$ cat config.mk
export PLATFORM = sky130hd
export DESIGN_NAME = integer_to_ascii_digits
export DESIGN_NICKNAME = d
export VERILOG_FILES = /design/src/design/i2a_pkg.sv /design/src/design/integer_to_ascii_digits.sv /design/src/design/i2a_datapath.sv /design/src/design/i2a_ctrl.sv
export SDC_FILE = /design/constraint.sdc
export NUM_CORES = 2
export LEC_CHECK = 0
export ABC_AREA = 1
export BUFFER_PORTS_ARGS = -buffer_cell sky130_fd_sc_hd__buf_2
export CORE_MARGIN = 2
export CORE_UTILIZATION = 30
export DETAILED_ROUTE_END_ITERATION = 8
export PLACE_DENSITY = 0.41
export SKIP_LAST_GASP = 1
export SYNTH_ARGS = -nofsm -noshare
export SYNTH_HDL_FRONTEND = slang
export SYNTH_HIERARCHICAL = 1
export SYNTH_SLANG_ARGS = --single-unit
$ cat constraint.sdc
create_clock -name aclk -period 17.8 [get_ports aclk]
set_input_delay 0.89 -clock aclk [delete_from_list [all_inputs] [get_ports aclk]]
set_output_delay 0.89 -clock aclk [all_outputs]
set_load 0.01 [all_outputs]
$ cat src/design/i2a_pkg.sv
`timescale 1ns / 1ps
// Shared types, format codes and character constants for integer_to_ascii_digits.
// No dependencies; imported by i2a_ctrl, i2a_datapath and the top level.
package i2a_pkg;

    // Format codes on s_req_type
    localparam logic [2:0] FMT_SDEC = 3'd0;
    localparam logic [2:0] FMT_UDEC = 3'd1;
    localparam logic [2:0] FMT_HEX  = 3'd2;
    localparam logic [2:0] FMT_OCT  = 3'd3;
    localparam logic [2:0] FMT_BIN  = 3'd4;

    // ASCII constants
    localparam logic [7:0] CHR_ZERO  = 8'h30;
    localparam logic [7:0] CHR_UPPER = 8'h41;
    localparam logic [7:0] CHR_MINUS = 8'h2D;

    // Reciprocal of ten: q = (x * RECIP10) >> RECIP10_SHIFT is exact for 32-bit x
    localparam logic [31:0] RECIP10       = 32'hCCCC_CCCD;
    localparam int          RECIP10_SHIFT = 35;
    localparam int          QUOT_W        = 64 - RECIP10_SHIFT;

    // Digit stack holds one entry per binary bit at most
    localparam int STACK_DEPTH = 32;
    localparam int STACK_AW    = $clog2(STACK_DEPTH);
    localparam int STACK_CW    = STACK_AW + 1;

    typedef enum logic [2:0] {
        ST_IDLE,
        ST_MUL,
        ST_PUSH,
        ST_SIGN,
        ST_EMIT
    } state_t;

    // Commands from controller to datapath
    typedef struct packed {
        logic load;
        logic mul;
        logic push;
        logic emit_sign;
        logic emit_digit;
    } cmd_t;

    // Status from datapath to controller
    typedef struct packed {
        logic is_dec;
        logic neg;
        logic push_done;
        logic last_pop;
        logic out_free;
    } sts_t;

    // Map a digit value 0..15 to its ASCII character
    function automatic logic [7:0] digit_char(input logic [3:0] d);
        logic [7:0] c;
        if (d < 4'd10) begin
            c = CHR_ZERO + {4'b0, d};
        end else begin
            c = CHR_UPPER + {4'b0, d} - 8'd10;
        end
        return c;
    endfunction

endpackage

$ cat src/design/integer_to_ascii_digits.sv
`timescale 1ns / 1ps
// Top level of integer_to_ascii_digits: number in, ASCII characters out.
// Depends on i2a_pkg, i2a_ctrl and i2a_datapath.
//
//   channel  direction  payload                          handshake
//   s_       in         req_type[2:0] value[31:0] top_bit[4:0]  s_valid / s_ready
//   m_       out        character[7:0] last              m_valid / m_ready
//
// Decimal extracts each digit with a reciprocal multiply (ST_MUL), then a
// remainder and push (ST_PUSH); hex, octal and binary need only the push.
// Each character then leaves through the output register at one per cycle
// while m_ready holds high.
// Reset is synchronous, active low, and returns the controller to idle.
// A stalled m_ready holds the output register and freezes emission.
module integer_to_ascii_digits (
    input  logic        aclk,
    input  logic        aresetn,
    input  logic        s_valid,
    output logic        s_ready,
    input  logic [2:0]  s_req_type,
    input  logic [31:0] s_value,
    input  logic [4:0]  s_top_bit,
    output logic        m_valid,
    input  logic        m_ready,
    output logic [7:0]  m_character,
    output logic        m_last
);
    import i2a_pkg::*;

    cmd_t cmd;
    sts_t sts;

    i2a_ctrl u_ctrl (
        .aclk       (aclk),
        .aresetn    (aresetn),
        .s_valid    (s_valid),
        .s_ready    (s_ready),
        .s_req_type (s_req_type),
        .sts        (sts),
        .cmd        (cmd)
    );

    i2a_datapath u_datapath (
        .aclk        (aclk),
        .aresetn     (aresetn),
        .s_req_type  (s_req_type),
        .s_value     (s_value),
        .s_top_bit   (s_top_bit),
        .cmd         (cmd),
        .sts         (sts),
        .m_character (m_character),
        .m_last      (m_last),
        .m_valid     (m_valid),
        .m_ready     (m_ready)
    );

endmodule

$ cat src/design/i2a_datapath.sv
`timescale 1ns / 1ps
// Datapath for integer_to_ascii_digits: digit extraction, digit stack, output register.
// Depends on i2a_pkg; driven by commands from i2a_ctrl.
module i2a_datapath (
    input  logic              aclk,
    input  logic              aresetn,
    input  logic [2:0]        s_req_type,
    input  logic [31:0]       s_value,
    input  logic [4:0]        s_top_bit,
    input  i2a_pkg::cmd_t     cmd,
    output i2a_pkg::sts_t     sts,
    output logic [7:0]        m_character,
    output logic              m_last,
    output logic              m_valid,
    input  logic              m_ready
);
    import i2a_pkg::*;

    logic [31:0]          val_reg;
    logic [QUOT_W-1:0]    quot_reg;
    logic [2:0]           fmt_reg;
    logic                 neg_reg;
    logic [STACK_CW-1:0]  bits_left_reg;
    logic [STACK_CW-1:0]  sp_reg;
    logic [3:0]           stack_mem [STACK_DEPTH];
    logic [7:0]           char_reg;
    logic                 last_reg;
    logic                 valid_reg;

    logic [63:0]          prod;
    logic [31:0]          quot_ext;
    logic [31:0]          quot_x10;
    logic [31:0]          rem;
    logic [3:0]           digit;
    logic [31:0]          val_next;
    logic [STACK_CW-1:0]  sp_dec;
    logic                 neg_in;

    // Reciprocal multiply and remainder for decimal digits
    assign prod     = val_reg * RECIP10;
    assign quot_ext = {{(32-QUOT_W){1'b0}}, quot_reg};
    assign quot_x10 = (quot_ext << 3) + (quot_ext << 1);
    assign rem      = val_reg - quot_x10;

    // Select digit and shifted value for the current format
    always_comb begin
        unique case (fmt_reg)
            FMT_HEX: begin
                digit    = val_reg[3:0];
                val_next = val_reg >> 4;
            end
            FMT_OCT: begin
                digit    = {1'b0, val_reg[2:0]};
                val_next = val_reg >> 3;
            end
            FMT_BIN: begin
                digit    = {3'b0, val_reg[0]};
                val_next = val_reg >> 1;
            end
            default: begin
                digit    = rem[3:0];
                val_next = quot_ext;
            end
        endcase
    end

    assign neg_in    = (s_req_type == FMT_SDEC) && s_value[31];
    assign sp_dec    = sp_reg - {{(STACK_CW-1){1'b0}}, 1'b1};

    // Status back to the controller
    assign sts.is_dec    = (fmt_reg == FMT_SDEC) || (fmt_reg == FMT_UDEC);
    assign sts.neg       = neg_reg;
    assign sts.push_done = (fmt_reg == FMT_BIN)
                           ? (bits_left_reg == {{(STACK_CW-1){1'b0}}, 1'b1})
                           : (val_next == 32'd0);
    assign sts.last_pop  = (sp_reg == {{(STACK_CW-1){1'b0}}, 1'b1});
    assign sts.out_free  = !valid_reg || m_ready;

    // Latch a new number, then advance extraction one step per command
    always_ff @(posedge aclk) begin
        if (cmd.load) begin
            fmt_reg       <= s_req_type;
            neg_reg       <= neg_in;
            val_reg       <= neg_in ? (~s_value + 32'd1) : s_value;
            bits_left_reg <= {1'b0, s_top_bit} + {{(STACK_CW-1){1'b0}}, 1'b1};
        end else if (cmd.push) begin
            val_reg       <= val_next;
            bits_left_reg <= bits_left_reg - {{(STACK_CW-1){1'b0}}, 1'b1};
        end
        if (cmd.mul) begin
            quot_reg <= prod[63:RECIP10_SHIFT];
        end
    end

    // Digit stack storage
    always_ff @(posedge aclk) begin
        if (cmd.push) begin
            stack_mem[sp_reg[STACK_AW-1:0]] <= digit;
        end
    end

    // Stack pointer
    always_ff @(posedge aclk) begin
        if (!aresetn) begin
            sp_reg <= '0;
        end else if (cmd.load) begin
            sp_reg <= '0;
        end else if (cmd.push) begin
            sp_reg <= sp_reg + {{(STACK_CW-1){1'b0}}, 1'b1};
        end else if (cmd.emit_digit) begin
            sp_reg <= sp_dec;
        end
    end

    // Output register: load a character when free, drop valid once the beat is taken
    always_ff @(posedge aclk) begin
        if (!aresetn) begin
            valid_reg <= 1'b0;
        end else if (cmd.emit_sign || cmd.emit_digit) begin
            valid_reg <= 1'b1;
        end else if (m_ready) begin
            valid_reg <= 1'b0;
        end
    end

    // Pop the top of the stack straight into the output register
    always_ff @(posedge aclk) begin
        if (cmd.emit_sign) begin
            char_reg <= CHR_MINUS;
            last_reg <= 1'b0;
        end else if (cmd.emit_digit) begin
            char_reg <= digit_char(stack_mem[sp_dec[STACK_AW-1:0]]);
            last_reg <= sts.last_pop;
        end
    end

    assign m_character = char_reg;
    assign m_last      = last_reg;
    assign m_valid     = valid_reg;

endmodule

$ cat src/design/i2a_ctrl.sv
`timescale 1ns / 1ps
// Controller state machine for integer_to_ascii_digits.
// Depends on i2a_pkg; issues commands to i2a_datapath and reads its status.
module i2a_ctrl (
    input  logic              aclk,
    input  logic              aresetn,
    input  logic              s_valid,
    output logic              s_ready,
    input  logic [2:0]        s_req_type,
    input  i2a_pkg::sts_t     sts,
    output i2a_pkg::cmd_t     cmd
);
    import i2a_pkg::*;

    state_t state_reg;
    state_t state_next;
    logic   accept;

    assign accept = s_valid && (state_reg == ST_IDLE);

    // State register
    always_ff @(posedge aclk) begin
        if (!aresetn) begin
            state_reg <= ST_IDLE;
        end else begin
            state_reg <= state_next;
        end
    end

    // Next state
    always_comb begin
        state_next = state_reg;
        unique case (state_reg)
            ST_IDLE: begin
                if (s_valid) begin
                    unique case (s_req_type)
                        FMT_SDEC, FMT_UDEC:      state_next = ST_MUL;
                        FMT_HEX, FMT_OCT, FMT_BIN: state_next = ST_PUSH;
                        default:                 state_next = ST_IDLE;
                    endcase
                end
            end
            ST_MUL: begin
                state_next = ST_PUSH;
            end
            ST_PUSH: begin
                if (sts.push_done) begin
                    state_next = sts.neg ? ST_SIGN : ST_EMIT;
                end else if (sts.is_dec) begin
                    state_next = ST_MUL;
                end
            end
            ST_SIGN: begin
                if (sts.out_free) begin
                    state_next = ST_EMIT;
                end
            end
            ST_EMIT: begin
                if (sts.out_free && sts.last_pop) begin
                    state_next = ST_IDLE;
                end
            end
            default: begin
                state_next = ST_IDLE;
            end
        endcase
    end

    // Outputs
    always_comb begin
        cmd            = '0;
        s_ready        = 1'b0;
        unique case (state_reg)
            ST_IDLE: begin
                s_ready  = 1'b1;
                cmd.load = accept;
            end
            ST_MUL: begin
                cmd.mul = 1'b1;
            end
            ST_PUSH: begin
                cmd.push = 1'b1;
            end
            ST_SIGN: begin
                cmd.emit_sign = sts.out_free;
            end
            ST_EMIT: begin
                cmd.emit_digit = sts.out_free;
            end
            default: begin
                cmd = '0;
            end
        endcase
    end

endmodule
==> impl_metrics.tcl <==
set metrics [dict create \
    run_status "finished clean" \
    insertedDiodeCount 0 \
    overflow 0 \
    tritoncts "done" \
    maxSlewHeadroom_pct 20.6 \
    critical_path.max_fanout 5 \
    cts_made_buffers 27 \
    synthesis.instances 3411 \
    start_util_pct 30.4 \
    routabilityCongestion 0.967 \
    postSynthNetCount 4202 \
    core_area_mm2 0.0970 \
    critPathBufInv 6 \
    route.detailed.vias_per_inst 4.70 \
    finalWirelength_um 105000 \
    first_global_vias 23586 \
    finish.net_count 4248 \
    yosysTopAreaCell "fa_1" \
    root_buffer "clkbuf_16" \
    cp_common_cell "fa_1" \
    grt_setup_unrepaired "false" \
    synth_largest_type_area_fraction_pct 26.2 \
    postSynthRegisterBits 217 \
    route.detailed.wl_per_inst_um 22.0 \
    setup.reg_to_reg.worst_slack_ps 10440 \
    post-route-min-period_ps 7360 \
    grt_pass1_wl_um 156000 \
    critPathRequiredTime_ps 18130 \
    yosys_warnings 6 \
    insertion_delay_ps 590 \
    timing.critical_path.slowest_cell_delay_ps 700 \
    synth_most_common_cell "inv_1" \
    die_w_um 317 \
    postCtsHoldBufs 0 \
    num_rows 114 \
    worstPathArrival_ps 7700 \
    hpwl_um 89600 \
    drc 0 \
    synth.top_cells.by_area "fa_1, edfxtp_1, ha_1, inv_1, nand2_1" \
    final.period_utilization_pct 41.4 \
    cts_resized 0 \
    grt_max_degree 69 \
    worstMarginPinSlew_ps 1190 \
    post_synth.cell_area_avg_um2 8.63 \
    hold_depth 2 \
    clock_skew_ps 24.9 \
    drive_gt1_share_pct 4.46 \
    postSynth.asyncResetShare_pct 0 \
    end_kind "register" \
    pin_count 55 \
    fp.dieArea_mm2 0.101 \
    setup-violations-final 0 \
    synth-edff-count 199 \
    final_max_slew_viol_count 0 \
    cts.clk_slew.worst_paths_ps 60 \
    holdPathEnd "u_datapath/m_character[4]$_SDFFE_PP0P_" \
    largest_register_ffs 128 \
    crit_path_start_kind "register" \
    clock_sink_count 217 \
    achievable-frequency_mhz 136 \
    clock_path_buffers 3 \
    place.port_buffers 53 \
    crit_type "register to register" \
    r2r-start "u_datapath/val_reg[14]$_DFFE_PP_" \
    worst_path_dominant_cell_family "adder cells" \
    cts_post_setup_buffers_inserted 0 \
    track_usage_pct 21.2 \
    cts-htree-levels 1 \
    drtPass1Iterations 6 \
    floorplan.die.height_um 317 \
    timing.hold.worst.class "register to register" \
    synth.top_cells.by_count "inv_1, nand2_1, fa_1" \
    dr.first_iter.drc_count 1503 \
    synth_ff_type "edfxtp_1" \
    num_vias 22339 \
    worstHoldStart "u_datapath/m_character[4]$_SDFFE_PP0P_" \
    cpMaxStageDelayCell "edfxtp_1" \
    hold_violations 0 \
    drv_cap 0 \
    timing.setup.tns_ps 0 \
    synth_seq_area_share_pct 21.5 \
    worstReg2RegEnd "u_datapath/quot_reg[26]$_DFFE_PP_" \
    flow.area_growth_from_synthesis_pct 9.11 \
    post_synth_instance_area_mm2 0.0294 \
    reg2regPathDepth 25 \
    grt_antenna_before_repair 1 \
    netlist-cell-type-count 54 \
    final_antenna_net_count 0 \
]
## routing by layer
layer | wire [um] | track usage [%] | vias up
li1 | - | - | 10768
met1 | 46600 | 28.0 | 11027
met2 | 51200 | 36.7 | 421
met3 | 3290 | 1.90 | 123
met4 | 3700 | 6.34 | 0
met5 | 0 | 0 | -
## area by class of cell
class | count | area, um^2
repair buffers | 72 | 408
fillers | 10320 | 64900
clock inverters | 16 | 209
well taps | 1276 | 1600
multi-input cells | 2290 | 19700
flip-flops and latches | 217 | 6340
inverters | 849 | 3190
clock buffers | 34 | 702
## cell usage in the layout, fill, tap and decap left out, types with 11 or more instances in the layout
cell / synthesis / routed
dfxtp_1: 18 / 17
nand3_1: 162 / 162
nand4_1: 11 / 11
nor2_1: 292 / 291
edfxtp_1: 199 / 199
nor3_1: 23 / 23
buf_4: 5 / 19
a21oi_1: 112 / 112
nand2_1: 547 / 546
o21ai_0: 134 / 132
clkbuf_16: 0 / 27
ha_1: 361 / 361
a21o_1: 26 / 26
buf_2: 17 / 53
o22ai_1: 51 / 49
xnor2_1: 15 / 15
mux2i_1: 14 / 14
xor2_1: 64 / 64
fa_1: 386 / 386
o21bai_1: 15 / 15
inv_1: 841 / 840
## worst min-delay path, cell delays in order, from the launching register on
cell and delay, ps:
dfxtp_1 300, nand2_1 60, nand2_1 40
## kinds of logic after synthesis
kind of cell	synth area share, %
other	0.0127
xor gates and xnor gates	2.46
adders and majority gates	41.6
muxes	0.476
AOI/OAI and AO/OA	7.30
and+or+nand+nor	14.9
DFF	21.5
buffers and inverters	11.7
## how the worst max path moves through the flow
stage	startpoint	endpoint	slack (ps)	depth (start not counted)
3_5_place_dp	u_datapath/val_reg[18]$_DFFE_PP_	u_datapath/quot_reg[26]$_DFFE_PP_	10510	25
2_1_floorplan	u_datapath/val_reg[20]$_DFFE_PP_	u_datapath/quot_reg[18]$_DFFE_PP_	11750	24
5_1_grt	u_datapath/val_reg[14]$_DFFE_PP_	u_datapath/quot_reg[26]$_DFFE_PP_	10150	25
3_3_place_gp	u_datapath/val_reg[2]$_DFFE_PP_	u_datapath/quot_reg[26]$_DFFE_PP_	10440	23
6_report	u_datapath/val_reg[14]$_DFFE_PP_	u_datapath/quot_reg[26]$_DFFE_PP_	10440	25
4_1_cts	u_datapath/val_reg[3]$_DFFE_PP_	u_datapath/quot_reg[26]$_DFFE_PP_	10460	23
## stage by stage
step	instances	hold slack (ps)	setup WS (ps)	utilization [%]	instance area, um^2
after floorplan	3411	444	11750	-	29400
after global placement	4704	440	10440	32.2	31200
after detailed placement	4704	443	10510	32.2	31200
after CTS	4754	456	10460	33.1	32100
after global routing	4754	479	10150	33.1	32100
final	4754	453	10440	33.1	32100
Power is not shown: default switching activity piles up to over one toggle a cycle in this logic, so the estimate is an artifact.
